==> config.mk <==
export PLATFORM = sky130hd
export DESIGN_NAME = log_page_fill_tracker_core
export DESIGN_NICKNAME = d
export VERILOG_FILES = /design/src/lpft_pkg.sv /design/src/lpft_ram.sv /design/src/lpft_step.sv /design/src/lpft_ctrl.sv /design/src/log_page_fill_tracker_core.sv
export VERILOG_INCLUDE_DIRS = /design/src /design/src/src
export SDC_FILE = /design/constraint.sdc
export NUM_CORES = 1
export LEC_CHECK = 0
export BUFFER_PORTS_ARGS = -buffer_cell sky130_fd_sc_hd__buf_2
export CAP_MARGIN = 20
export CORE_MARGIN = 2
export CORE_UTILIZATION = 35
export CTS_BUF_LIST = sky130_fd_sc_hd__clkbuf_8
export CTS_CLUSTER_DIAMETER = 50
export CTS_CLUSTER_SIZE = 8
export DETAILED_ROUTE_END_ITERATION = 10
export SLEW_MARGIN = 20
export SYNTH_ARGS = -nofsm -noshare
export SYNTH_HDL_FRONTEND = slang
export SYNTH_HIERARCHICAL = 1
export SYNTH_SLANG_ARGS = --single-unit
==> constraint.sdc <==
create_clock -name clock -period 5.4 [get_ports clock]
set_input_delay 0.27 -clock clock [delete_from_list [all_inputs] [get_ports clock]]
set_output_delay 0.27 -clock clock [all_outputs]
set_load 0.005 [all_outputs]
==> src/log_page_fill_tracker_core_assert.svh <==
// Assertion macros for the log page fill tracker core.
// Needs no other file; included by the top level only.
`ifndef LOG_PAGE_FILL_TRACKER_CORE_ASSERT_SVH
`define LOG_PAGE_FILL_TRACKER_CORE_ASSERT_SVH
`ifndef ASSERT_OFF
`define LPFT_ASSERT_IMPLIES(label, clk, rst, ante, cons) \
   label: assert property (@(posedge clk) disable iff (rst) (ante) |-> (cons)) \
      else $error("assertion failed");
`define LPFT_ASSERT_NEXT(label, clk, rst, ante, cons) \
   label: assert property (@(posedge clk) disable iff (rst) (ante) |=> (cons)) \
      else $error("assertion failed");
`else
`define LPFT_ASSERT_IMPLIES(label, clk, rst, ante, cons)
`define LPFT_ASSERT_NEXT(label, clk, rst, ante, cons)
`endif
`endif

==> src/lpft_pkg.sv <==
`timescale 1ns / 1ps
// Shared types and constants of the log page fill tracker.
// Used by lpft_step, lpft_ctrl and the top level; depends on nothing.
package lpft_pkg;

   localparam int POS_W = 64;
   localparam int SIZE_W = 16;
   localparam int FILL_W = 13;
   localparam int DEF_BUFFER_BYTES = 65536;
   localparam int DEF_PAGE_BYTES = 4096;

   localparam logic OP_RECORD = 1'b0;
   localparam logic OP_PROBE = 1'b1;

   typedef enum logic [2:0] {
      ST_CLEAR,
      ST_IDLE,
      ST_READ,
      ST_UPDATE,
      ST_RESP
   } state_type;

   typedef struct packed {
      logic busy;
      logic clear_we;
      logic load;
      logic rd_en;
      logic update;
      logic resp;
   } ctrl_type;

   typedef struct packed {
      logic start;
      logic clear_done;
      logic item_probe;
      logic req_probe;
      logic req_size_zero;
      logic last_chunk;
   } stat_type;

endpackage

==> src/lpft_ram.sv <==
`timescale 1ns / 1ps
// Generic RAM with one write port and one registered read port.
// Depends on nothing.
module lpft_ram #(
   parameter int WIDTH = 8,
   parameter int DEPTH = 16,
   localparam int AW = (DEPTH > 1) ? $clog2(DEPTH) : 1
) (
   input  logic             clock,
   input  logic             we,
   input  logic [AW-1:0]    waddr,
   input  logic [WIDTH-1:0] wdata,
   input  logic             re,
   input  logic [AW-1:0]    raddr,
   output logic [WIDTH-1:0] rdata
);

   logic [WIDTH-1:0] mem [DEPTH];
   logic [WIDTH-1:0] rdata_ff;

   always_ff @(posedge clock) begin
      if (we) begin
         mem[waddr] <= wdata;
      end
      if (re) begin
         rdata_ff <= mem[raddr];
      end
   end

   assign rdata = rdata_ff;

endmodule

==> src/lpft_step.sv <==
`timescale 1ns / 1ps
// Shared step unit: splits a span at the next page boundary, forms the new fill count and flags a full page.
// Depends on lpft_pkg.
module lpft_step
   import lpft_pkg::*;
#(
   parameter int BUFFER_BYTES = DEF_BUFFER_BYTES,
   parameter int PAGE_BYTES = DEF_PAGE_BYTES,
   localparam int OFF_W = $clog2(BUFFER_BYTES),
   localparam int PG_W = $clog2(PAGE_BYTES)
) (
   input  logic [OFF_W-1:0]  off,
   input  logic [SIZE_W-1:0] left,
   input  logic [FILL_W-1:0] fill_rd,
   output logic [SIZE_W-1:0] chunk,
   output logic [OFF_W-1:0]  off_next,
   output logic [SIZE_W-1:0] left_next,
   output logic [FILL_W-1:0] fill_sum,
   output logic              full
);

   localparam int PO_W = (PG_W < OFF_W) ? PG_W : OFF_W;
   localparam int ROOM_W = PG_W + 1;
   localparam int CMP_W = (ROOM_W > SIZE_W) ? ROOM_W : SIZE_W;
   localparam int SUM_W = ((OFF_W > SIZE_W) ? OFF_W : SIZE_W) + 1;
   localparam logic [FILL_W-1:0] FULL_VALUE = FILL_W'(PAGE_BYTES);
   localparam logic CAN_FILL = (PAGE_BYTES < (2 ** FILL_W));

   logic [ROOM_W-1:0] room;
   logic [CMP_W-1:0]  room_cmp;
   logic [CMP_W-1:0]  left_cmp;
   logic [SUM_W-1:0]  off_sum;

   always_comb begin
      room = ROOM_W'(PAGE_BYTES) - ROOM_W'(off[PO_W-1:0]);
      room_cmp = CMP_W'(room);
      left_cmp = CMP_W'(left);
      if (left_cmp < room_cmp) begin
         chunk = left;
      end else begin
         chunk = SIZE_W'(room_cmp);
      end
      off_sum = SUM_W'(off) + SUM_W'(chunk);
      off_next = off_sum[OFF_W-1:0];
      left_next = left - chunk;
      fill_sum = fill_rd + chunk[FILL_W-1:0];
      full = CAN_FILL && (fill_rd == FULL_VALUE);
   end

endmodule

==> src/lpft_ctrl.sv <==
`timescale 1ns / 1ps
// Sequencer of the log page fill tracker: clearing pass, read and update steps, response.
// Depends on lpft_pkg.
module lpft_ctrl
   import lpft_pkg::*;
(
   input  logic     clock,
   input  logic     reset,
   input  stat_type stat,
   output ctrl_type ctrl
);

   state_type state_ff;
   state_type state_in;

   always_ff @(posedge clock) begin
      if (reset) begin
         state_ff <= ST_CLEAR;
      end else begin
         state_ff <= state_in;
      end
   end

   always_comb begin
      state_in = state_ff;
      unique case (state_ff)
         ST_CLEAR: begin
            if (stat.clear_done) begin
               state_in = ST_IDLE;
            end
         end
         ST_IDLE: begin
            if (stat.start) begin
               if (stat.req_probe || !stat.req_size_zero) begin
                  state_in = ST_READ;
               end else begin
                  state_in = ST_RESP;
               end
            end
         end
         ST_READ: begin
            state_in = ST_UPDATE;
         end
         ST_UPDATE: begin
            if (stat.item_probe || stat.last_chunk) begin
               state_in = ST_RESP;
            end else begin
               state_in = ST_READ;
            end
         end
         ST_RESP: begin
            state_in = ST_IDLE;
         end
         default: begin
            state_in = ST_CLEAR;
         end
      endcase
   end

   always_comb begin
      ctrl = '0;
      unique case (state_ff)
         ST_CLEAR: begin
            ctrl.busy = 1'b1;
            ctrl.clear_we = !stat.clear_done;
         end
         ST_IDLE: begin
            ctrl.load = stat.start;
         end
         ST_READ: begin
            ctrl.busy = 1'b1;
            ctrl.rd_en = 1'b1;
         end
         ST_UPDATE: begin
            ctrl.busy = 1'b1;
            ctrl.update = 1'b1;
         end
         ST_RESP: begin
            ctrl.busy = 1'b1;
            ctrl.resp = 1'b1;
         end
         default: begin
            ctrl.busy = 1'b1;
         end
      endcase
   end

endmodule

==> src/log_page_fill_tracker_core.sv <==
`timescale 1ns / 1ps
// Record item: accept, then a read and an update step for each page touched, then the response.
// Probe item: accept, one read and one update step, then the response; a zero-size record skips
// the steps. The result strobe comes in the response step; the page counter RAM port sets the pace.
// After reset the block is busy while it clears all BUFFER_BYTES / PAGE_BYTES page counters.
// Reset is synchronous; the receiver cannot stall, so each result is shown for one cycle only.
`include "log_page_fill_tracker_core_assert.svh"
module log_page_fill_tracker_core
   import lpft_pkg::*;
#(
   parameter int BUFFER_BYTES = DEF_BUFFER_BYTES,
   parameter int PAGE_BYTES = DEF_PAGE_BYTES
) (
   input  logic              clock,
   input  logic              reset,
   input  logic              start,
   output logic              busy,
   input  logic              req_op,
   input  logic [POS_W-1:0]  req_start_position,
   input  logic [SIZE_W-1:0] req_record_size,
   output logic              rsp_valid,
   output logic              rsp_page_retired,
   output logic [POS_W-1:0]  rsp_frontier
);

   localparam int OFF_W = $clog2(BUFFER_BYTES);
   localparam int PG_W = $clog2(PAGE_BYTES);
   localparam int IDX_W = (OFF_W > PG_W) ? (OFF_W - PG_W) : 1;
   localparam int PAGE_COUNT = (OFF_W > PG_W) ? (2 ** (OFF_W - PG_W)) : 1;

   ctrl_type ctrl;
   stat_type stat;

   logic              op_ff;
   logic [OFF_W-1:0]  off_ff;
   logic [SIZE_W-1:0] left_ff;
   logic [POS_W-1:0]  frontier_ff;
   logic              retired_ff;
   logic [IDX_W:0]    clr_ff;

   logic [IDX_W-1:0]  off_idx;
   logic [IDX_W-1:0]  frontier_idx;
   logic [IDX_W-1:0]  page_addr;
   logic [IDX_W-1:0]  ram_waddr;
   logic [FILL_W-1:0] ram_wdata;
   logic              ram_we;
   logic [FILL_W-1:0] fill_rd;

   logic [SIZE_W-1:0] chunk;
   logic [OFF_W-1:0]  off_next;
   logic [SIZE_W-1:0] left_next;
   logic [FILL_W-1:0] fill_sum;
   logic              full;

   lpft_ctrl u_ctrl (
      .clock (clock),
      .reset (reset),
      .stat  (stat),
      .ctrl  (ctrl)
   );

   lpft_step #(
      .BUFFER_BYTES (BUFFER_BYTES),
      .PAGE_BYTES   (PAGE_BYTES)
   ) u_step (
      .off       (off_ff),
      .left      (left_ff),
      .fill_rd   (fill_rd),
      .chunk     (chunk),
      .off_next  (off_next),
      .left_next (left_next),
      .fill_sum  (fill_sum),
      .full      (full)
   );

   lpft_ram #(
      .WIDTH (FILL_W),
      .DEPTH (PAGE_COUNT)
   ) u_fill_ram (
      .clock (clock),
      .we    (ram_we),
      .waddr (ram_waddr),
      .wdata (ram_wdata),
      .re    (ctrl.rd_en),
      .raddr (page_addr),
      .rdata (fill_rd)
   );

   always_comb begin
      off_idx = IDX_W'(off_ff >> PG_W);
      frontier_idx = IDX_W'(frontier_ff[OFF_W-1:0] >> PG_W);
      page_addr = (op_ff == OP_PROBE) ? frontier_idx : off_idx;
      if (ctrl.clear_we) begin
         ram_we = 1'b1;
         ram_waddr = clr_ff[IDX_W-1:0];
         ram_wdata = '0;
      end else if (op_ff == OP_PROBE) begin
         ram_we = ctrl.update && full;
         ram_waddr = page_addr;
         ram_wdata = '0;
      end else begin
         ram_we = ctrl.update;
         ram_waddr = page_addr;
         ram_wdata = fill_sum;
      end
   end

   always_comb begin
      stat.start = start;
      stat.clear_done = (clr_ff == (IDX_W + 1)'(PAGE_COUNT));
      stat.item_probe = (op_ff == OP_PROBE);
      stat.req_probe = (req_op == OP_PROBE);
      stat.req_size_zero = (req_record_size == '0);
      stat.last_chunk = (left_next == '0);
   end

   always_ff @(posedge clock) begin
      if (reset) begin
         clr_ff <= '0;
      end else if (ctrl.clear_we) begin
         clr_ff <= clr_ff + 1'b1;
      end
   end

   always_ff @(posedge clock) begin
      if (reset) begin
         frontier_ff <= '0;
      end else if (ctrl.update && (op_ff == OP_PROBE) && full) begin
         frontier_ff <= frontier_ff + POS_W'(PAGE_BYTES);
      end
   end

   always_ff @(posedge clock) begin
      if (ctrl.load) begin
         op_ff <= req_op;
         off_ff <= req_start_position[OFF_W-1:0];
         left_ff <= req_record_size;
         retired_ff <= 1'b0;
      end else if (ctrl.update) begin
         if (op_ff == OP_PROBE) begin
            retired_ff <= full;
         end else begin
            off_ff <= off_next;
            left_ff <= left_next;
         end
      end
   end

   assign busy = ctrl.busy;
   assign rsp_valid = ctrl.resp;
   assign rsp_page_retired = ctrl.resp && retired_ff;
   assign rsp_frontier = frontier_ff;

   `LPFT_ASSERT_NEXT(a_strobe_single, clock, reset, rsp_valid, !rsp_valid)
   `LPFT_ASSERT_NEXT(a_accept_busy, clock, reset, start && !busy, busy)
   `LPFT_ASSERT_IMPLIES(a_resp_busy, clock, reset, rsp_valid, busy)

endmodule
# == Word-level counts from Yosys, hierarchy flattened ==
# Memory sizes are Yosys's and may differ from the RTL's. A register that Yosys moved wholly into a read port is not among the register bits.
# Cells that the tools add are included.
# op_classes
addsub,6
order_cmp,1
n_eq_ne,9
n_mux,26
n_reduce_logical,15
# op_table
operator,count
$mux 16,7
$add 64x13->64 const B,1
$logic_not 16->1,2
$mux 13,2
$add 16x16->16,1
$lt 16x13->1,1
$sub 16x16->16,1
$pmux 3 s5,1
$add 13x13->13,1
$eq 13x13->1 const B,1
$sub 13x12->13 const A,1
$mux 3,4
$mux 1,10
$mux 4,2
$eq 3x2->1 const B,2
$reduce_and 2->1,3
$add 5x1->5 const B,1
$eq 5x5->1 const B,1
$logic_and 1x1->1,4
$ne 2x2->1 const B,2
$eq 3x1->1 const B,1
$eq 3x3->1 const B,1
$logic_not 3->1,1
$logic_not 1->1,2
3 further kinds,4
# word_totals
reg_bits,106
ramBits,208
output_inout_bits,67
memories,1
# mem_list
memory,depth,word_bits,rd,rd_clocked_by_memory_dff,write_ports,line_no,source
u_fill_ram.mem,16,13,1,1,1,lpft_ram.sv:18,logic [WIDTH-1:0] mem [DEPTH];

# == Logic depth before layout (Yosys ltp) ==
# Gate-level depths: netlist of the first run.
# logic_depth
ltp_word,8
depth_mapped,28
depth_no_buf,27

# == Cells and area by module ==
# Netlist of the first run, hierarchy kept.
# by_module_without_submodules
mod,instances,cells_each,area_each_um2
lpft_ram,1,355,8373.0
log_page_fill_tracker_core,1,432,4386.7
lpft_step,1,346,2522.4
lpft_ctrl,1,27,214.0

# == Worst setup path after synthesis of the first run ==
# OpenSTA, ideal clock, no wires.
# synth_timing
path_type,reg-to-reg
startpoint,register off_ff[5]
endpoint,register u_ctrl.state_ff[2]
arrival_ns,5.118
required_ns,5.314
setup_slack_ns,0.195
stages_incl_launch_ff,27
n_path_buf,1
cell_sequence,edfxtp_1 nor4_1 nand2_1 nor4_1 xnor2_1 inv_1 ha_1 a21oi_1 o21ai_0 o21bai_1 a21oi_4 buf_6 o21ai_0 ha_1 fa_1 nor2b_1 o21ai_0 a21oi_1 o21ai_0 a22oi_1 a211oi_1 xor2_1 nor4_1 and4_1 o21ai_1 or2_1 a221oi_2
# synth_lines
item,line_no,source
"start, declared",log_page_fill_tracker_core.sv:35,logic [OFF_W-1:0] off_ff;
"start signal, assigned",log_page_fill_tracker_core.sv:136,off_ff <= req_start_position[OFF_W-1:0];
"start signal, assigned",log_page_fill_tracker_core.sv:143,off_ff <= off_next;
"end signal, assigned",lpft_ctrl.sv:20,state_ff <= state_in;
"end, declared",lpft_ctrl.sv:13,state_type state_ff;

==> impl_metrics.tcl, run 1 <==
set metrics [dict create \
    timing.final.crit_period_ns 5.42 \
    core_area_um2 43900 \
    synthCells 1157 \
    area.growth.synth_to_final_pct 24.5 \
    dr_wl_met3_mm 1.69 \
    setup_viol 1 \
    drc 0 \
    max_stage_delay_ns 0.43 \
    cpMostUsedCell "o21ai_2" \
    initial_core_util_pct 35.2 \
    h-tree-depth 2 \
    rsz0062_at_grt "yes" \
    root_buffer "clkbuf_8" \
    drive_gt1_share_pct 30.6 \
    vias_per_cell 5.09 \
    wl_per_cell_um 18.2 \
    met2WireLength_mm 18.3 \
    clkTransAtPathRegs_ns 0.07 \
    place_inst 1916 \
    crit_arrival_ns 5.98 \
    routedLengthMet1_mm 16.0 \
    p_total_w 0.00459 \
    highest_layer "met4" \
    holdWs_ns 0.259 \
    crit_fanout 5 \
    routabilityCongestion 0.854 \
    cp_slowest_cell "a2111o_1" \
    min_path_cells 3 \
    peakVddDrop_v 0.000138 \
    critPathKind "register to register" \
    cp-start-kind "register" \
    cts_buffers 48 \
    die_area_um2 45900 \
    nets 1570 \
    die_w_um 214 \
    fin_crit_sh_pct 100 \
    clock-sinks 315 \
    required_ns 5.96 \
    leakagePower_nw 7.43 \
    violations "setup timing" \
    cap_violations 0 \
    final_common_cell "edfxtp_1" \
    fp.dieH_um 214 \
    hp-class "input pin to register" \
    portBuffers 90 \
    ant_nets 0 \
    grt_pass1_wl_mm 57.8 \
    final_cells 2050 \
    clk_latency_ns 0.64 \
    maxSlewViolCount 0 \
    grt_pass1_vias 10600 \
    ys_warn_count 6 \
    cts.path.max_buffers 3 \
    detailed_place_hpwl_mm 24.8 \
    io_pins 151 \
    syn_area_per_cell_um2 13.4 \
    num_vias 10400 \
    antenna_found_initial 0 \
    overflow 0 \
    worstMarginPinSlew_ns 0.989 \
    dr.pass1.iters 5 \
    r2r_cells 27 \
    grt_max_degree 63 \
    rows 77 \
    setup_ws_ns -0.0236 \
    slew_headroom_pct 34.1 \
    outcome "finished with violations" \
    powerDensity_nw_per_um2 238 \
    timing.fmax_mhz 184 \
    cts_tree "done" \
    drt-initial-drc-count 698 \
    n_antenna_cell 0 \
    hold_viol_final 0 \
    end_kind "register" \
    final_cell_mix "edfxtp_1, buf_4, buf_2" \
    fin_worst_skew_ns 0.0626 \
    finalWirelength_mm 37.3 \
    grt_usage_pct 15.9 \
    syn_area_um2 15500 \
]
[state kept, by name (all words and copies together), names as in the netlist]
| register | count |
|---|---|
| u_fill_ram/mem | 208 |
| op_ff | 1 |
| left_ff | 16 |
| rsp_frontier | 52 |
| retired_ff | 1 |
| u_ctrl/state_ff | 3 |
| u_fill_ram/rdata | 13 |
| off_ff | 16 |
| clr_ff | 5 |
[power by group]
group          total [W]  internal (W)  leakage [nW]  switching, W
Clock            0.00182      0.000885         0.532      0.000934
Sequential       0.00264       0.00263          3.06    0.00000926
Combinational   0.000127     0.0000557          3.84     0.0000712
[area by class of cell]
class | count | area (µm²)
Clock buffer | 48 | 661
Clock inverter | 34 | 194
Fill cell | 3986 | 24700
Inverter | 52 | 195
Multi-Input combinational cell | 754 | 6800
Sequential cell | 315 | 8850
Tap cell | 592 | 741
Timing Repair Buffer | 255 | 1830
[stage by stage]
| stage | setup TNS, ns | cell area [µm²] | setup slack, ns | util (%) |
|---|---|---|---|---|
| after floorplan | 0 | 15500 | 0.195 | - |
| after CTS | -0.341 | 18600 | -0.0916 | 42.4 |
| final | -0.0236 | 19300 | -0.0236 | 43.9 |
| after global placement | -3.98 | 17300 | -0.200 | 39.5 |
| after global routing | -1.35 | 19300 | -0.259 | 43.9 |
| after detailed placement | -4.87 | 17300 | -0.299 | 39.5 |
[worst max-delay path, delay by kind of cell, from the launching register on]
family | cells | cell delay, ns
XOR/XNOR | 1 | 0.17
flip-flops | 1 | 0.39
AO/OA/AOI/OAI | 11 | 1.89
AND/OR/NAND/NOR | 8 | 1.73
multiplexers | 1 | 0.25
adder cells (fa/ha/maj) | 2 | 0.37
buffers and inverters | 4 | 0.56
[path summary, 6_finish.rpt]
check                                          to  slack [ns]                           from
setup / recovery  u_ctrl/state_ff[2]$_SDFFE_PP0P_       -0.02            off_ff[5]$_DFFE_PP_
hold / removal      rsp_frontier[42]$_SDFFE_PP0P_        0.26                          reset
setup reg to reg  u_ctrl/state_ff[2]$_SDFFE_PP0P_       -0.02            off_ff[5]$_DFFE_PP_
hold reg to reg     rsp_frontier[61]$_SDFFE_PP0P_        0.51  rsp_frontier[61]$_SDFFE_PP0P_
[metal layers]
layer / vias to the layer above / GRT usage, %
li1: 4957 / -
met4: 0 / 6.60
met1: 5157 / 20.0
met5: - / 0
met2: 237 / 27.0
met3: 81 / 2.82
[repair_timing]
item	in CTS	in global routing
hold buffers	34	0
setup buffers	2	14
gates cloned	0	1
endpoints found under the setup margin	64	134
pin swaps	8	52
resized for setup	26	96
hold endpoints to repair	35	0
Power figures use the tool's default switching activity.
==> run 2, diff against run 1 <==
--- a/config.mk
+++ b/config.mk
@@ -14,6 +14,7 @@
 export CTS_CLUSTER_DIAMETER = 50
 export CTS_CLUSTER_SIZE = 8
 export DETAILED_ROUTE_END_ITERATION = 10
+export MAX_ROUTING_LAYER = met4
 export SLEW_MARGIN = 20
 export SYNTH_ARGS = -nofsm -noshare
 export SYNTH_HDL_FRONTEND = slang
==> run 2 against run 1 <==
Against the previous run: the flow still finishes with violations (setup timing); clock power barely moved; core utilization did not move; total power barely moved; largest cell class unchanged; highest routed layer unchanged.
==> impl_metrics.tcl, run 2 (synthesis gave the netlist of run 1 again) <==
set metrics [dict create \
    outcome "finished with violations" \
    violations "setup timing" \
    routabilityCongestion 0.870 \
    rsz0062_at_grt "yes" \
    clock-sinks 315 \
    timing.fmax_mhz 185 \
    worstMarginPinSlew_ns 0.984 \
    die_area_um2 45900 \
    setup_ws_ns -0.0197 \
    fin_worst_skew_ns 0.0622 \
    ant_nets 0 \
    grt_usage_pct 16.4 \
    cts.path.max_buffers 3 \
    core_area_um2 43900 \
    p_sw_w 0.00102 \
    die_w_um 214 \
    regArea_um2 8850 \
    clk_latency_ns 0.64 \
    cts_tree "done" \
    portBuffers 90 \
    seqPwrFrac_pct 57.6 \
    rr_endpoint "u_ctrl/state_ff[2]$_SDFFE_PP0P_" \
    worstSetupEndpoint "u_ctrl/state_ff[2]$_SDFFE_PP0P_" \
    finalSetupTns_ns -0.0197 \
    critPathKind "register to register" \
    num_vias 10400 \
    powerDensity_nw_per_um2 238 \
    switching_share_pct 22.1 \
    crit_buf_inv 4 \
    grt_max_degree 63 \
    grt_pass1_wl_mm 57.7 \
    design_area_um2 19300 \
    path_depth 27 \
    max_stage_delay_ns 0.43 \
    hp-class "input pin to register" \
    leakagePower_nw 7.43 \
    dr.pass1.iters 5 \
    startpoint "off_ff[5]$_DFFE_PP_" \
    drc 0 \
    cp-start-kind "register" \
    p_comb_share_pct 2.8 \
    pre_cts_ws_ns -0.299 \
    finalCoreUtilization_pct 43.9 \
    final_cell_mix "edfxtp_1, buf_4, buf_2" \
    maxSlewViolCount 0 \
    final_common_cell "edfxtp_1" \
    cpMostUsedCell "o21ai_2" \
    clkTransAtPathRegs_ns 0.07 \
    finalWirelength_mm 37.4 \
    required_ns 5.96 \
    r2r-start "off_ff[5]$_DFFE_PP_" \
    crit_arrival_ns 5.98 \
    hold_viol_final 0 \
    end_kind "register" \
    antenna_found_initial 0 \
    setup_viol 1 \
    holdWs_ns 0.257 \
    cp_slowest_cell "a2111o_1" \
    largest-register "u_fill_ram/mem" \
    fin_crit_sh_pct 100 \
    timing.final.crit_period_ns 5.42 \
    h-tree-depth 2 \
    wl_per_cell_um 18.2 \
    multiInputGateArea_um2 6800 \
    nets 1570 \
    postPlaceCellArea_um2 17300 \
    clkPwrFrac_pct 39.7 \
    fp.dieH_um 214 \
    n_antenna_cell 0 \
    slew_headroom_pct 33.9 \
    drive_gt1_share_pct 30.6 \
    p_int_w 0.00357 \
    fillCellCount 3983 \
    detailed_place_hpwl_mm 24.8 \
    drt-initial-drc-count 581 \
    cap_violations 0 \
    root_buffer "clkbuf_8" \
    overflow 0 \
    r2r_cells 27 \
    cts_buffers 48 \
    initial_core_util_pct 35.2 \
    vias_per_cell 5.09 \
    crit_fanout 5 \
    grt_pass1_vias 10600 \
    area.growth.synth_to_final_pct 24.5 \
    rows 77 \
    peakVddDrop_v 0.000138 \
    cp_top_family "compound AO/OA/AOI/OAI gates" \
    io_pins 151 \
    reg2reg_slack_ns -0.02 \
    largest_reg_flops 208 \
]
## run 2: metal layers
| metal | part of all wire, % | wire length (µm) | vias to the layer above | GRT usage (%) |
|---|---|---|---|---|
| li1 | - | - | 4959 | - |
| met1 | 43 | 16000 | 5155 | 20.0 |
| met2 | 49 | 18400 | 242 | 27.0 |
| met3 | 4.5 | 1680 | 78 | 2.82 |
| met4 | 3.5 | 1300 | 0 | 6.60 |
| met5 | 0 | 0 | - | - |
## run 2: worst min path at each step
stage	from	to	cells after the start
3_5_place_dp	req_op	op_ff$_DFFE_PP_	1
5_1_grt	reset	rsp_frontier[42]$_SDFFE_PP0P_	3
3_3_place_gp	rsp_frontier[56]$_SDFFE_PP0P_	rsp_frontier[56]$_SDFFE_PP0P_	2
2_1_floorplan	reset	u_ctrl/state_ff[2]$_SDFFE_PP0P_	1
6_report	reset	rsp_frontier[42]$_SDFFE_PP0P_	3
4_1_cts	reset	rsp_frontier[42]$_SDFFE_PP0P_	3
## run 2: worst register-to-register path, stage by stage (launching register included)
cell and delay [ns]:
edfxtp_1 0.39, nor4_1 0.29, buf_4 0.18, nand2_4 0.06
nor4_4 0.28, xnor2_1 0.17, inv_1 0.11, ha_4 0.26
a21oi_4 0.15, o21ai_2 0.06, o21bai_4 0.17, a21oi_4 0.20
buf_12 0.14, mux2i_4 0.25, buf_6 0.13, ha_4 0.11
nor2b_4 0.15, o21ai_4 0.07, a21boi_2 0.18, o21ai_2 0.09
a21o_1 0.25, a2111o_1 0.43, and3_4 0.17, nor4_4 0.25
and4_4 0.27, o21ai_2 0.06, or2_1 0.25, a221oi_2 0.22
## run 2: power groups by stage
stage	sequential (W)	combinational (W)	clock (W)
CTS	0.00264	0.000127	0.00189
global route	0.00264	0.000137	0.00198
floorplan	0.00269	0.0000633	0
detailed placement	0.00269	0.000106	0
finish	0.00264	0.000127	0.00182
global placement	0.00269	0.000104	0
## run 2: cell type report
cell class	instances	area share [%]
inverters	52	1.01
multi-input cells	754	35.3
clock buffers	48	3.43
repair buffers	255	9.49
flip-flops and latches	315	45.9
well taps	592	3.84
clock inverters	34	1.01
## run 2: through the flow
stage / power [W] / instances
final: 0.00459 / 2050
after detailed placement: 0.00280 / 1916
after global placement: 0.00279 / 1916
after floorplan: 0.00275 / 1169
after global routing: 0.00476 / 2050
after CTS: 0.00465 / 2034
## run 2: repair_timing
item | 4_1_cts | 5_1_grt
endpoints found under the hold margin | 35 | 0
cloned | 0 | 1
hold buffers | 34 | 0
setup buffers | 2 | 14
endpoints found under the setup margin | 64 | 134
pin swaps | 8 | 52
gates resized for setup | 26 | 96
